<file path="src/lssd_pkg.sv">
// ----------------------------------------------------------------------------
// lssd_pkg
// Shared constants and payload types for the longest divisible-sum run block.
// ----------------------------------------------------------------------------
`default_nettype none

package lssd_pkg;

  localparam int K_MAX = 1024;
  localparam int N_MAX = 65536;

  localparam int VW  = 32;                 // element width
  localparam int CW  = $clog2(VW);         // bit counter of the serial reducer
  localparam int KW  = $clog2(K_MAX) + 1;  // modulus register width
  localparam int RW  = $clog2(K_MAX);      // residue width, table index
  localparam int PW  = $clog2(N_MAX) + 1;  // position and length width
  localparam int FPW = $clog2(N_MAX);      // stored first position width
  localparam int EPW = 8;                  // epoch tag width
  localparam int MW  = EPW + FPW;          // table word: {tag, first position}

  typedef struct packed {
    logic signed [VW-1:0] value;
    logic                 last;
  } in_item_t;

  typedef struct packed {
    logic [PW-1:0] length;
    logic          overflow;
  } out_item_t;

  typedef struct packed {
    logic                 start;
    logic signed [VW-1:0] value;
    logic [RW-1:0]        residue;
    logic [KW-1:0]        k;
  } red_req_t;

  typedef struct packed {
    logic          done;
    logic [RW-1:0] residue;
  } red_rsp_t;

endpackage

`default_nettype wire

</file>
<file path="src/lssd_reduce.sv">
// ----------------------------------------------------------------------------
// lssd_reduce
// Bit-serial modular reducer: new prefix residue = (residue + value) mod k.
// ----------------------------------------------------------------------------
`default_nettype none

module lssd_reduce (
  input  wire                      clk,
  input  wire                      rst_n,
  input  wire lssd_pkg::red_req_t  req,
  output lssd_pkg::red_rsp_t       rsp
);
  import lssd_pkg::*;

  logic              busy_r, busy_nxt;
  logic              fix_r, fix_nxt;
  logic              done_r, done_nxt;
  logic [CW-1:0]     cnt_r, cnt_nxt;
  logic [VW-1:0]     mag_r, mag_nxt;
  logic              neg_r, neg_nxt;
  logic [KW-1:0]     k_r, k_nxt;
  logic [RW-1:0]     vrem_r, vrem_nxt;
  logic [RW-1:0]     rsh_r, rsh_nxt;
  logic [RW-1:0]     rrem_r, rrem_nxt;
  logic [RW-1:0]     res_r, res_nxt;

  logic [KW-1:0]     vt, vn, rt, rn;
  logic [KW-1:0]     vfix, sum, sred;

  always_comb begin
    // one remainder step per bit: shift in, subtract k when reached
    vt = {vrem_r, mag_r[VW-1]};
    vn = (vt >= k_r) ? vt - k_r : vt;
    rt = {rrem_r, rsh_r[RW-1]};
    rn = (rt >= k_r) ? rt - k_r : rt;

    // negative element: residue of the magnitude is folded to k - r
    vfix = (neg_r && (vrem_r != '0)) ? k_r - {1'b0, vrem_r} : {1'b0, vrem_r};
    sum  = {1'b0, rrem_r} + vfix;
    sred = (sum >= k_r) ? sum - k_r : sum;
  end

  always_comb begin
    busy_nxt = busy_r;
    fix_nxt  = 1'b0;
    done_nxt = 1'b0;
    cnt_nxt  = cnt_r;
    mag_nxt  = mag_r;
    neg_nxt  = neg_r;
    k_nxt    = k_r;
    vrem_nxt = vrem_r;
    rsh_nxt  = rsh_r;
    rrem_nxt = rrem_r;
    res_nxt  = res_r;

    if (req.start) begin
      busy_nxt = 1'b1;
      cnt_nxt  = '0;
      neg_nxt  = req.value[VW-1];
      mag_nxt  = req.value[VW-1] ? VW'(~req.value + 1'b1) : VW'(req.value);
      k_nxt    = req.k;
      vrem_nxt = '0;
      rsh_nxt  = req.residue;
      rrem_nxt = '0;
    end else if (busy_r) begin
      mag_nxt  = {mag_r[VW-2:0], 1'b0};
      vrem_nxt = vn[RW-1:0];
      // stored residue has only RW bits: reduce it during the first RW steps
      if (cnt_r < CW'(RW)) begin
        rsh_nxt  = {rsh_r[RW-2:0], 1'b0};
        rrem_nxt = rn[RW-1:0];
      end
      cnt_nxt = cnt_r + 1'b1;
      if (cnt_r == '1) begin
        busy_nxt = 1'b0;
        fix_nxt  = 1'b1;
      end
    end else if (fix_r) begin
      res_nxt  = sred[RW-1:0];
      done_nxt = 1'b1;
    end
  end

  always_ff @(posedge clk) begin
    if (!rst_n) begin
      busy_r <= 1'b0;
      fix_r  <= 1'b0;
      done_r <= 1'b0;
    end else begin
      busy_r <= busy_nxt;
      fix_r  <= fix_nxt;
      done_r <= done_nxt;
    end
    cnt_r  <= cnt_nxt;
    mag_r  <= mag_nxt;
    neg_r  <= neg_nxt;
    k_r    <= k_nxt;
    vrem_r <= vrem_nxt;
    rsh_r  <= rsh_nxt;
    rrem_r <= rrem_nxt;
    res_r  <= res_nxt;
  end

  assign rsp = {done_r, res_r};

endmodule

`default_nettype wire

</file>
<file path="config.mk">
export PLATFORM = sky130hd
export DESIGN_NAME = lssd_reduce
export DESIGN_NICKNAME = d
export VERILOG_FILES = /design/src/lssd_pkg.sv /design/src/lssd_reduce.sv
export SDC_FILE = /design/constraint.sdc
export NUM_CORES = 1
export LEC_CHECK = 0
export ABC_CLOCK_PERIOD_IN_PS = 11500
export BUFFER_PORTS_ARGS = -buffer_cell sky130_fd_sc_hd__buf_2
export CAP_MARGIN = 20
export CORE_MARGIN = 10
export CORE_UTILIZATION = 59
export DETAILED_ROUTE_END_ITERATION = 12
export HOLD_SLACK_MARGIN = 0.12
export PLACE_DENSITY = 0.86
export SLEW_MARGIN = 10
export SYNTH_ARGS = -nofsm -noshare
export SYNTH_HDL_FRONTEND = slang
export SYNTH_SLANG_ARGS = --single-unit
export TNS_END_PERCENT = 30
</file>
<file path="constraint.sdc">
create_clock -name clk -period 11.5 [get_ports clk]
set_input_delay 1.15 -clock clk [delete_from_list [all_inputs] [get_ports clk]]
set_output_delay 1.15 -clock clk [all_outputs]
set_load 0.05 [all_outputs]
</file>
======== Yosys cells after proc, flatten, opt, wreduce, memory -nomap -nowiden ========
Cells that the tools add are included.
Widths: inputs -> output; s select.
storage, ports and cells
  register bits ........................... 92
  input bits .............................. 56
operators by class
  $add $sub $neg .......................... 7
  order comparisons ....................... 4
  eq/ne operators ......................... 1
  mux-type cells .......................... 15
  bitwise operators ....................... 4
  reduce and logical (&&, ||, !) cells .... 9
operators with widths
  operator               count
  $mux 32                3
  $mux 10                6
  $ge 11x11->1           3
  $add 32x1->32 const B  1
  $not 32->32            1
  $sub 10x10->10         3
  $add 10x11->11         1
  $mux 11                1
  $sub 11x10->11         1
  $reduce_bool 10->1     1
  $reduce_or 3->1        2
  $add 5x1->5 const B    1
  $eq 5x5->1 const B     1
  $lt 5x4->1 const B     1
  $mux 1                 5
  $reduce_and 2->1       2
  $reduce_bool 2->1      2
  $not 1->1              3
  $reduce_and 3->1       1
  $logic_and 1x1->1      1

======== Longest topological paths before layout ========
Gate-level depths: netlist (run 1).
  word-level depth ........................ 6
  depth in mapped cells ................... 22
  mapped depth without buffers ............ 22

======== Worst setup path after synthesis (run 1) ========
No wires, ideal clock.
  path kind ............................... register -> register
  from .................................... reg vrem_r[1]
  to ...................................... reg res_r[1] (data pin)
  setup time .............................. 260 ps
  data arrival time ....................... 4320 ps
  data required time ...................... 11240 ps
  setup slack ............................. 6920 ps
  cell stages (with the launch flop) ...... 20
  path buffers ............................ 1
  period minus slack after synthesis ...... 4580 ps
  cell sequence ........................... dfxtp_1 -> nor4_1 -> a41oi_1 -> clkbuf_1 -> nor2_1 -> a21oi_1 -> ha_1 -> inv_1 -> fa_1 -> nor2b_1 -> o21ai_0 -> a21oi_1 -> o41ai_1 -> xnor2_1 -> ha_1 -> a21oi_1 -> o21ai_0 -> nor2_1 -> a211oi_2 -> mux2_2
between the ends
  word-level cells in the longest chain between the ends .. 6
  elaborated cells on any way between the ends .. 8
  classes of those cells .................. add/sub: 3; order compare: 1; mux: 2; reduce/logical: 2
RTL lines
  what                                                    line                source
  start: declaration                                      lssd_reduce.sv:22   logic [RW-1:0] vrem_r, vrem_nxt;
  start signal: assignment                                lssd_reduce.sv:98   vrem_r <= vrem_nxt;
  branches (longest 2 deep; another with $sub 11x10->11)  --
  $mux 11 (*)                                             lssd_reduce.sv:38   vfix = (neg_r && (vrem_r != '0)) ? k_r - {1'b0, vrem_r} : {1'b0, vrem_r};
  $add 10x11->11 (*)                                      lssd_reduce.sv:39   sum = {1'b0, rrem_r} + vfix;
  $sub 10x10->10 or $ge 11x11->1 (tied branches)          lssd_reduce.sv:40   sred = (sum >= k_r) ? sum - k_r : sum;
  $mux 10 (*)                                             lssd_reduce.sv:40
  net sred[1]                                             lssd_reduce.sv:28   logic [KW-1:0] vfix, sum, sred;
  end signal: assignment                                  lssd_reduce.sv:101  res_r <= res_nxt;
  end: declaration                                        lssd_reduce.sv:25   logic [RW-1:0] res_r, res_nxt;
Mark *: on every way through the listed nets, which the timed path passes.
A chain may end at the register's enable or synchronous reset.

======== Worst setup path in the final report (run 1) ========
Ends and elaborated chain as after synthesis.

==> metrics.md, run 1 <==
| Metric | Value |
|---|---|
| Reg area | approximately 2500 sq um |
| Class of the worst hold path | flip-flop to flip-flop |
| CP Class | flip-flop to flip-flop |
| Relative slew slack | between 30% and 40% |
| Wire length per cell after detailed routing | around 18 um |
| Number of instances resized during post-cts repair | 0 |
| Number of antenna violations at the first check in global routing | 0 |
| Flip-flop and latch count after synthesis | 92 |
| Run status | finished, final reports clean |
| Crit share post-route | between 40% and 50% |
| Slack of the critical path | 6.23 ns |
| Total power | 1.12 mW |
| Number of ports placed on the die boundary | 67 |
| Power share of the clock group | between 20% and 30% |
| Fillers | between 900 and 1000 |
| Seq pwr share | between 30% and 40% |
| Post-route standard cell area excluding fillers | 7600 sq um |
| Area used by multi-input combinational logic | 4130 sq um |
| Die ar. | 16400 sq um |
| Biggest area consumer among synthesized cells | edfxtp_1 |
| Row cnt | 39 |
| Clock root buffer | clkbuf_16 |
| Post-CTS Hold Buffers | 0 |
| Switching Fraction | between 30% and 40% |
| PwrDens | 148 nW/um^2 |
| Net load switching power | 0.391 mW |
| Max Used Layer | met4 |
| Total overflow reported by the global router | 0 |
| Maximum number of buffers from clock root to sink | 2 |
| Detailed router's first-iteration violation count | about 480 |
| DRC violations left | 0 |
| Area growth from synthesis to layout | 10.2% |
| YS warnings | 0 |
| Clk pin slew, worst setup/hold paths | 0.07 ns |
| Sort of element at the start of the critical path | flip-flop |
| Post-detailed-placement half-perimeter wirelength | roughly 13000 um |
| Unrepaired setup endpoints after global routing | no |
| Max incr delay on CP | ~0.73 ns |
| Measured slew at the worst slew-check pin | roughly 1.0 ns |
| Ordered list of cells on the worst path | inv_1 -> ha_1 -> nor2b_1 -> o21a_1 -> o211a_1 -> o31ai_1 -> nand3b_1 -> o21ai_0 -> ha_1 -> o21ai_0 -> a21oi_1 -> o41ai_1 -> xnor2_1 -> ha_1 -> a21oi_1 -> o21ai_0 -> nor2_1 -> a211oi_2 -> mux2_2 |
| Req. time, crit path | between 10 and 15 ns |
| Sequential share of the synthesized area | between 30 and 40% |
| Horizontal extent of the die | 128 um |
| Placed instance area | between 7000 and 8000 sq um |
| Diode insertion count for antenna repair | 0 |
| GRT Total Usage | 20.4% |
| Proportion of netlist area held by the largest area contributor | about 28% |
| Sinks on Clock Net | 92 |
| Leak | 3.14 nW |
| Cell at the slowest stage of the critical path | a211oi_2 |
| Met2 wire length | between 8000 and 9000 um |
| Pins over their slew limit | 0 |
| Cell Int Power | approximately 0.73 mW |
| Shortest clock period the worst path allows after layout | about 5.3 ns |
| CTS Buf Count | 9 |
| Summed instance area of the synthesized netlist | 6890 sq um |
| Starting utilization of the core area | 60.4% |
| First-pass GRT wire length | about 28000 um |
| Top delay family on crit path | compound AO/OA/AOI/OAI gates |
| Die height | between 100 and 150 um |
| Main synth FF type | edfxtp_1 |
| Count of nets left with antenna violations after detail routing | 0 |
| Library cells used by synthesis | 70 |
| Largest net degree at the start of global routing | 94 |
| Top area cells in the synthesized netlist | edfxtp_1, ha_1, dfxtp_1, a21oi_1, xor2_1 |
| Endpoints failing setup | 0 |
| Final net count | 898 |
| Number of max-capacitance violations reported | 0 |
| Post-Synthesis Net Count | 841 |
| Number of H-tree levels | 3 |
| Post-synthesis instance total | between 700 and 800 |
| Post-detailed-routing wire length | approximately 17000 um |
| Sort of element at the end of the critical path | flip-flop |
| Max FO, Critical Path | 10 |
| Via count of the routed design | approximately 5800 |
| Number of detailed-route iterations in the first pass | 5 |
| Number of I/O port buffers | 66 |
| Met3 Routed Length | around 800 um |
| Share of async-settable or async-resettable flops after synthesis | 0% |
| Fraction of power consumed by combinational cells | about two fifths |
| Critical path arrival | roughly 5.4 ns |
| EDFF count, synth | between 60 and 70 |
| Later-pin clock latency in the skew report | 0.35 ns |
| Setup TNS | 0 ns |
| Buffer count from post-CTS setup fixing | 0 |
| Syn Area/Cell | about 9.5 sq um |
| Ratio of cells with drive above 1 in the final layout | 16.0% |
| Final Hold Vio Count | 0 |
| DR vias/cell | between 6 and 7 |
| Maximum operating frequency | between 0.15 and 0.2 GHz |
| IR Drop Worst-Case VDD | ~0.10 mV |
| Worst slack on hold paths | 0.531 ns |
| Length of routed wiring on met1 | between 7000 and 8000 um |
| Post-Route Skew | ~0.0086 ns |
| Vias in the first global route | about 5700 |
| TritonCTS clock tree | yes |
| Worst path buffer plus inverter count | 1 |
| Pre-CTS setup slack | roughly 6.3 ns |
| Core box area | around 11000 sq um |
| Placer congestion estimate | roughly 0.95 |
registers in the layout (all words and copies together), names as in the netlist:
signal,count
vrem_r,10
neg_r,1
cnt_r,5
mag_r,32
res_r,10
k_r,11
fix_r,1
done_r,1
busy_r,1
rsh_r,10
rrem_r,10
layout make-up:
cell class              instances  share of cell area (%)
well taps                     143                    2.36
repair buffers                 70                    4.78
inverters                      44                    2.17
clock inverters                 6                   0.626
multi-input cells             564                    54.4
clock buffers                  10                    3.01
flip-flops and latches         92                    32.7
kinds of logic (layout without fill, tap and decap cells):
| family | count (synthesis) | in the layout | share of synthesized area, % |
|---|---|---|---|
| AOI/OAI and AO/OA | 198 | 198 | 19.7 |
| xor gates and xnor gates | 62 | 62 | 7.88 |
| adders and majority gates | 61 | 61 | 11.6 |
| buffers and inverters | 68 | 130 | 4.03 |
| DFF | 92 | 92 | 36.0 |
| muxes | 35 | 35 | 5.41 |
| and+or+nand+nor | 208 | 208 | 15.4 |
path summary, 6_finish.rpt:
kind | end | slack [ns] | startpoint | depth (start not counted)
worst max-delay path | res_r[1]$_DFFE_PP_ | 6.23 | vrem_r[1]$_SDFFE_PP0P_ | 19
worst min-delay path | vrem_r[5]$_SDFFE_PP0P_ | 0.53 | vrem_r[5]$_SDFFE_PP0P_ | 2
worst max register to register | res_r[1]$_DFFE_PP_ | 6.23 | vrem_r[1]$_SDFFE_PP0P_ | 19
worst min register to register | vrem_r[5]$_SDFFE_PP0P_ | 0.53 | vrem_r[5]$_SDFFE_PP0P_ | 2
routing by layer:
metal,vias to the layer above,global-route usage (%)
met4,0,8.48
met5,-,0
met1,2750,24.4
met3,35,4.47
met2,166,34.7
li1,2822,-
power groups by stage:
stage                     Sequential, mW  Combinational, mW  Clock [mW]
after global placement             0.418              0.400           0
after CTS                          0.413              0.425       0.284
final                              0.413              0.429       0.281
after floorplan                    0.411              0.334           0
after detailed placement           0.420              0.420           0
after global routing               0.416              0.478       0.299
Yosys cell counts, types with 3 or more instances:
library cell and count:
nor2_1 75, edfxtp_1 64, a21oi_1 63, ha_1 56, inv_1 44, o21ai_0 39
nand2_1 35, xor2_1 34, dfxtp_1 28, xnor2_1 28, mux2_2 18, mux2i_1 17
clkbuf_1 16, nand3_1 13, nand4_1 13, a21o_1 11, nor2b_1 11, nor3_1 10
o21a_1 9, a211oi_1 8, o31ai_1 8, nand2b_1 7, o211ai_1 7, a31oi_1 6
or4_1 6, a311oi_1 5, and3_1 5, fa_1 5, nand3b_1 5, nor4_1 5
o41ai_1 5, or2_2 5, buf_1 4, o41ai_2 4, a211o_1 3
worst reg2reg max path: stages (launching register included):
cell and delay, ns:
dfxtp_1 0.47, inv_1 0.10, ha_1 0.27, nor2b_1 0.13
o21a_1 0.19, o211a_1 0.24, o31ai_1 0.31, nand3b_1 0.10
o21ai_0 0.09, ha_1 0.32, o21ai_0 0.11, a21oi_1 0.08
o41ai_1 0.43, xnor2_1 0.16, ha_1 0.40, a21oi_1 0.10
o21ai_0 0.26, nor2_1 0.10, a211oi_2 0.73, mux2_2 0.42
metrics by stage:
| stage | instances | util, % |
|---|---|---|
| 5_1_grt | 929 | 66.5 |
| 2_1_floorplan | 724 | - |
| 4_1_cts | 929 | 66.5 |
| 3_5_place_dp | 913 | 64.1 |
| 6_report | 929 | 66.5 |
| 3_3_place_gp | 913 | 64.1 |
placed cells by master, fill, tap and decap left out, drive strengths merged, types with 3 or more instances in the layout:
cell,netlist,routed
a211o,3,3
a211oi,9,9
a21o,12,12
a21oi,63,63
a311oi,5,5
a31oi,6,6
and3,5,5
buf,8,70
clkbuf,16,10
dfxtp,28,28
edfxtp,64,64
fa,5,5
ha,56,56
inv,44,47
mux2,18,18
mux2i,17,17
nand2,35,35
nand2b,7,7
nand3,13,13
nand3b,5,5
nand4,13,13
nor2,76,76
nor2b,11,11
nor3,12,12
nor4,6,6
o211ai,7,7
o21a,9,9
o21ai,39,39
o31ai,8,8
o41ai,9,9
or2,5,5
or4,8,8
xnor2,28,28
xor2,34,34
No activity file was read; power rests on OpenSTA's default activity.
==> run 2, diff against run 1 <==
Settings changed: ABC_CLOCK_PERIOD_IN_PS 11500 to 4500, CORE_UTILIZATION 59 to 55, PLACE_DENSITY 0.86 to 0.84.
Clock period 11.5 ns to 4.5 ns, I/O delays scaled along.
==> run 2 against run 1 <==
The run now ends with negative setup slack left. Combinational power grew to 3.3 times the previous value. Largest power group unchanged. Highest routed layer unchanged. Maximum frequency grew 15%. Clock skew shrank 0.0035 ns. Die area grew 6.1%. Wire length grew 1.9%. Power grew to 2.9 times the previous value. Register-to-register slack lost 6.3 ns. Final cell count grew 6.9%. Clock-buffer cell count is the same. Core utilization grew 0.68 points.
==> metrics.md, run 2 (synthesized netlist as in run 1, its figures left out) <==
| Metric | Value |
|---|---|
| Number of ports placed on the die boundary | 67 (unchanged) |
| Class of the worst hold path | input pin to flip-flop |
| Area growth from synthesis to layout | 18.6% |
| Diode insertion count for antenna repair | 0 (unchanged) |
| Largest Register | mag_r |
| CP Class | flip-flop to flip-flop |
| Unrepaired setup endpoints after global routing | yes |
| Number of antenna violations at the first check in global routing | 0 (unchanged) |
| Total overflow reported by the global router | 0 (unchanged) |
| CTS Buf Count | 9 (unchanged) |
| Sinks on Clock Net | 92 (unchanged) |
| First-pass GRT wire length | 26600 um (-3.6%) |
| Pins over their slew limit | 0 (unchanged) |
| Leak | 3.42 nW (+8.8%) |
| Run status | finished with violations |
| Wire length per cell after detailed routing | 17.2 um (-4.7%) |
| Clock root buffer | clkbuf_16 |
| Cell Count, Final, Fillers Out | 993 (+6.9%) |
| Post-Route Skew | 0.00507 ns (-0.00353 ns) |
| Sort of element at the end of the critical path | flip-flop |
| Ratio of cells with drive above 1 in the final layout | 23.8% (+7.7 points) |
| Die height | 132 um (+3.0%) |
| Horizontal extent of the die | 132 um (+3.0%) |
| Area used by multi-input combinational logic | 4320 sq um (+4.5%) |
| Number of H-tree levels | 3 (unchanged) |
| Number of max-capacitance violations reported | 0 (unchanged) |
| Number of detailed-route iterations in the first pass | 4 (-1) |
| Reg area | 2490 sq um (+0.25%) |
| Endpoints failing setup | 9 (+9) |
| Most frequent cells in the layout | nor2_1, buf_2, edfxtp_1 |
| Crit share post-route | 102% (+56 points) |
| Largest net degree at the start of global routing | 57 (-39%) |
| Clk pin slew, worst setup/hold paths | 0.07 ns (about the same) |
| Critical path arrival | 4.67 ns (-0.70 ns) |
| Core box area | 12200 sq um (+6.5%) |
| PwrDens | 395 nW/um^2 (+170%) |
| Row cnt | 40 (+2.6%) |
| Maximum number of buffers from clock root to sink | 2 (unchanged) |
| Final net count | 937 (+4.3%) |
| Later-pin clock latency in the skew report | 0.35 ns (about the same) |
| Post-detailed-placement half-perimeter wirelength | 12000 um (-5.7%) |
| Final Hold Vio Count | 0 (unchanged) |
| Starting utilization of the core area | 56.7% (-3.7 points) |
| Die ar. | 17400 sq um (+6.1%) |
| Number of I/O port buffers | 66 (unchanged) |
| Req. time, crit path | 4.61 ns (-6.99 ns) |
| Slack of the critical path | -0.0679 ns (-6.30 ns) |
| Leading cell type in the layout, fill and taps excluded | nor2_1 |
| DRC violations left | 0 (unchanged) |
| IR Drop Worst-Case VDD | 0.229 mV (+120%) |
| TritonCTS clock tree | yes |
| Shortest clock period the worst path allows after layout | 4.57 ns (-0.698 ns) |
| Relative slew slack | 44.8% (+13 points) |
| Maximum operating frequency | 0.219 GHz (+15%) |
| Cell Count Post-Placement | 963 (+5.5%) |
| Post-CTS Hold Buffers | 0 (unchanged) |
| Measured slew at the worst slew-check pin | 0.825 ns (-0.193 ns) |
| Detailed router's first-iteration violation count | 526 (+11%) |
| Largest register FFs | 32 (unchanged) |
| Count of nets left with antenna violations after detail routing | 0 (unchanged) |
| Violated checks | negative setup slack |
| GRT Total Usage | 18.0% (-2.4 points) |
| Top flop regs | mag_r: 32 flops, k_r: 11 flops |
| Vias in the first global route | 5518 (-3.6%) |
| Via count of the routed design | 6020 (+4.3%) |
| Max FO, Critical Path | 6 (-4) |
| Setup TNS | -0.378 ns (-0.378 ns) |
| Placer congestion estimate | 0.974 (+2.1%) |
| DR vias/cell | 6.06 (-2.4%) |
| Post-detailed-routing wire length | 17100 um (+1.9%) |
| Fillers | 926 (-0.96%) |
| Sort of element at the start of the critical path | flip-flop |
==> run 2: cell count changes in the layout (fill, tap and decap cells not counted), sizes merged <==
| cell | before | now |
|---|---|---|
| clkinv | 2 | 4 |
| clkinvlp | 1 | 0 |
| inv | 47 | 46 |
| buf | 70 | 108 |
| clkbuf | 10 | 11 |
==> run 2: path summary, 6_finish.rpt <==
kind | from | to | slack [ns] | depth (start not counted)
worst max-delay path | vrem_r[9]$_SDFFE_PP0P_ | res_r[5]$_DFFE_PP_ | -0.07 | 20
worst min register to register | vrem_r[3]$_SDFFE_PP0P_ | vrem_r[3]$_SDFFE_PP0P_ | 0.54 | 2
worst min-delay path | req[4] | k_r[4]$_DFFE_PP_ | 0.27 | 1
worst max register to register | vrem_r[9]$_SDFFE_PP0P_ | res_r[5]$_DFFE_PP_ | -0.07 | 20
==> run 2: final cells by class <==
class,count,share of cell area (%)
clock inverters,6,0.536
flip-flops and latches,92,30.4
multi-input cells,564,52.8
clock buffers,10,3.06
inverters,44,2.02
repair buffers,109,8.53
well taps,168,2.57
==> run 2: stage by stage <==
step | power (mW) | hold slack, ns | cell area, sq um | setup slack, ns | utilization, %
floorplan | 1.91 | 0.479 | 6900 | 0.0393 | -
global placement | 2.18 | 0.499 | 7560 | 0.0979 | 62.2
detailed placement | 2.22 | 0.517 | 7560 | -0.0522 | 62.2
CTS | 2.97 | 0.263 | 7850 | 0.00648 | 64.6
global route | 3.40 | 0.266 | 8170 | -0.220 | 67.2
finish | 3.22 | 0.271 | 8170 | -0.0679 | 67.2
==> run 2: routing by layer <==
metal / track usage [%] / wire length [um]
met5: 0 / 0
met4: 6.43 / 422
met3: 4.04 / 1070
met2: 28.4 / 8190
met1: 23.6 / 7440
==> run 2: worst max-delay path, cell delays in order, from the launching register on <==
cell       delay (ns)
dfxtp_1          0.35
nor4_2           0.29
a41oi_1          0.15
buf_4            0.18
a21oi_2          0.18
ha_1             0.20
inv_1            0.06
fa_2             0.35
nor2b_1          0.18
o21ai_2          0.11
a21oi_2          0.21
nor2_1           0.09
xnor2_2          0.15
ha_1             0.38
a21o_1           0.20
nor3_1           0.07
nand3_1          0.16
nand3_2          0.13
a211oi_4         0.35
clkbuf_16        0.21
mux2_4           0.29
==> run 2: report_power, final <==
| group | switching [mW] | internal, mW | leakage [nW] | total [mW] |
|---|---|---|---|---|
| logic | 0.729 | 0.692 | 2.42 | 1.42 |
| registers | 0.0384 | 1.01 | 0.856 | 1.04 |
| clock network | 0.348 | 0.412 | 0.147 | 0.760 |
| total | 1.12 | 2.11 | 3.42 | 3.22 |
==> run 2: repair_timing <==
item,CTS,global route
gates cloned,0,1
setup buffers,0,13
endpoints found under the setup margin,9,10
resized for setup,1,52
pin swaps,0,31
==> run 3, diff against run 2 <==
Settings changed: CORE_UTILIZATION 55 to 56, CTS_BUF_LIST from default to sky130_fd_sc_hd__clkbuf_8, PLACE_DENSITY 0.84 to 0.85.
==> run 3 against run 2 <==
The flow still finishes with violations (negative setup slack). Sequential share of layout area is 1.5 points higher. Clock power is 23% lower. Global-route usage is 2.3 points higher. Power is 11% lower. Clock-buffer cell count stayed put. Combinational power is 14% lower. Sequential power hardly changed. Critical endpoint is now res_r[7]$_DFFE_PP_.
==> metrics.md, run 3 (synthesized netlist as in run 1, its figures left out) <==
| Metric | Value |
|---|---|
| Count of nets left with antenna violations after detail routing | 0 (unchanged) |
| Diode insertion count for antenna repair | 0 (unchanged) |
| Horizontal extent of the die | 131 um (-0.76%) |
| Leading cell type in the layout, fill and taps excluded | nor2_1 |
| Number of ports placed on the die boundary | 67 (unchanged) |
| Worst slack on hold paths | 0.240 ns (-0.0310 ns) |
| PwrDens | 368 nW/um^2 (-6.8%) |
| Slack of the critical path | -0.0964 ns (-0.0286 ns) |
| Detailed router's first-iteration violation count | 591 (+12%) |
| Setup TNS | -0.846 ns (-0.467 ns) |
| Sort of element at the end of the critical path | flip-flop |
| Placer congestion estimate | 0.931 (-4.4%) |
| Total power | 2.86 mW (-11%) |
| Reg area | 2480 sq um (-0.20%) |
| Measured slew at the worst slew-check pin | 1.02 ns (+0.191 ns) |
| Ratio of cells with drive above 1 in the final layout | 19.8% (-3.9 points) |
| Shortest clock period the worst path allows after layout | 4.60 ns (+0.0286 ns) |
| DR vias/cell | 6.34 (+4.5%) |
| Die height | 131 um (-0.76%) |
| Number of detailed-route iterations in the first pass | 5 (+1) |
| Sort of element at the start of the critical path | flip-flop |
| Number of H-tree levels | 3 (unchanged) |
| TritonCTS clock tree | yes |
| Number of max-capacitance violations reported | 0 (unchanged) |
| Cell Count Post-Placement | 932 (-3.2%) |
| CTS Buf Count | 9 (unchanged) |
| Area used by multi-input combinational logic | 4210 sq um (-2.4%) |
| First-pass GRT wire length | 28100 um (+5.8%) |
| Maximum number of buffers from clock root to sink | 2 (unchanged) |
| Placed instance area | 7460 sq um (-1.3%) |
| Pins over their slew limit | 0 (unchanged) |
| CP Class | flip-flop to flip-flop |
| Fillers | 923 (-0.32%) |
| Post-Route Skew | 0.0122 ns (+0.00717 ns) |
| Clock root buffer | clkbuf_8 |
| Class of the worst hold path | input pin to flip-flop |
| Sinks on Clock Net | 92 (unchanged) |
| Post-detailed-placement half-perimeter wirelength | 12800 um (+7.0%) |
| Vias in the first global route | 5919 (+7.3%) |
| Critical path arrival | 4.73 ns (+0.06 ns) |
| Largest register FFs | 32 (unchanged) |
| Most frequent cells in the layout | nor2_1, buf_2, edfxtp_1 |
| Number of antenna violations at the first check in global routing | 0 (unchanged) |
| Later-pin clock latency in the skew report | 0.39 ns (+0.04 ns) |
| Maximum operating frequency | 0.218 GHz (-0.62%) |
| Die ar. | 17100 sq um (-1.5%) |
| Final Hold Vio Count | 0 (unchanged) |
| GRT Total Usage | 20.3% (+2.3 points) |
| Area growth from synthesis to layout | 12.9% |
| Wire length per cell after detailed routing | 18.3 um (+6.3%) |
| Max FO, Critical Path | 10 (+4) |
| IR Drop Worst-Case VDD | 0.185 mV (-19%) |
| Row cnt | 40 (unchanged) |
| Via count of the routed design | 6045 (+0.42%) |
| Crit share post-route | 102% (+0.63 points) |
| Unrepaired setup endpoints after global routing | yes |
| Leak | 3.25 nW (-5.0%) |
| DRC violations left | 0 (unchanged) |
| Clk pin slew, worst setup/hold paths | 0.09 ns (+0.02 ns) |
| Violated checks | negative setup slack |
| Endpoints failing setup | 10 (+1) |
| Run status | finished with violations |
| Number of I/O port buffers | 66 (unchanged) |
| Final net count | 919 (-1.9%) |
| Req. time, crit path | 4.63 ns (+0.02 ns) |
| Relative slew slack | 32.2% (-13 points) |
| Post-detailed-routing wire length | 17500 um (+2.2%) |
| Starting utilization of the core area | 57.4% (+0.71 points) |
| Cell Count, Final, Fillers Out | 954 (-3.9%) |
| Post-route standard cell area excluding fillers | 7780 sq um (-4.8%) |
| Total overflow reported by the global router | 0 (unchanged) |
| Core box area | 12000 sq um (-1.2%) |
| Largest Register | mag_r |
| Largest net degree at the start of global routing | 92 (+61%) |
| Top flop regs | mag_r: 32 flops, k_r: 11 flops |
run 3: cell types whose count changed in the layout (fill, tap and decap cells not counted), moves of 3 or more:
cell | previous run | this run
a21oi_1 | 57 | 60
buf_6 | 3 | 0
buf_4 | 39 | 25
a21oi_2 | 6 | 3
mux2_2 | 9 | 18
mux2_4 | 9 | 0
clkbuf_16 | 11 | 0
clkbuf_8 | 0 | 10
o21ai_0 | 31 | 36
run 3: per-layer routing:
metal / global-route usage [%] / wire (um)
met1: 24.9 / 7220
met4: 8.83 / 476
met2: 34.7 / 8770
met5: 0 / 0
met3: 3.18 / 1020
run 3: report_power, final:
| part | total [mW] | switching [mW] | internal [mW] | leakage [nW] |
|---|---|---|---|---|
| logic | 1.22 | 0.670 | 0.553 | 2.28 |
| registers | 1.05 | 0.0476 | 1.00 | 0.855 |
| clock network | 0.587 | 0.313 | 0.274 | 0.110 |
run 3: repair_timing:
item / in CTS / in global routing
buffers inserted: 4 / 2
hold buffers: 0 / 0
gates cloned: 0 / 0
gates resized for setup: 11 / 7
endpoints found under the hold margin: 0 / 0
endpoints found under the setup margin: 10 / 10
pin swaps: 3 / 5
run 3: stage by stage:
step	utilization [%]	setup slack (ns)
after floorplan	-	0.0393
after global placement	62.1	0.0758
after detailed placement	62.1	-0.177
after CTS	64.4	0.0143
after global routing	64.8	-0.326
final	64.8	-0.0964
run 3: layout make-up:
type,count,area share (%)
multi-input cells,564,54.2
flip-flops and latches,92,31.9
repair buffers,91,6.85
well taps,147,2.36
inverters,44,2.12
clock buffers,10,1.77
clock inverters,6,0.820
run 3: final timing paths:
check | from | to | slack [ns] | cells past startpoint
worst max-delay path | k_r[0]$_DFFE_PP_ | res_r[7]$_DFFE_PP_ | -0.1 | 22
worst max register to register | k_r[0]$_DFFE_PP_ | res_r[7]$_DFFE_PP_ | -0.1 | 22
worst min register to register | vrem_r[3]$_SDFFE_PP0P_ | vrem_r[3]$_SDFFE_PP0P_ | 0.53 | 2
worst min-delay path | req[7] | k_r[7]$_DFFE_PP_ | 0.24 | 1
run 3: worst max-delay path, stage by stage, from the launching register on:
cell	delay [ns]
edfxtp_1	0.38
inv_1	0.06
ha_1	0.23
fa_2	0.37
nor2b_2	0.14
o31a_1	0.18
o21ai_1	0.07
nand2b_1	0.09
xnor2_1	0.11
mux2i_1	0.09
ha_1	0.31
a21o_1	0.20
a21oi_1	0.17
o211ai_1	0.11
a21oi_1	0.19
xnor2_1	0.11
ha_1	0.33
inv_1	0.10
o21ai_2	0.19
nor2_1	0.11
a211oi_4	0.29
buf_12	0.17
mux2_2	0.33
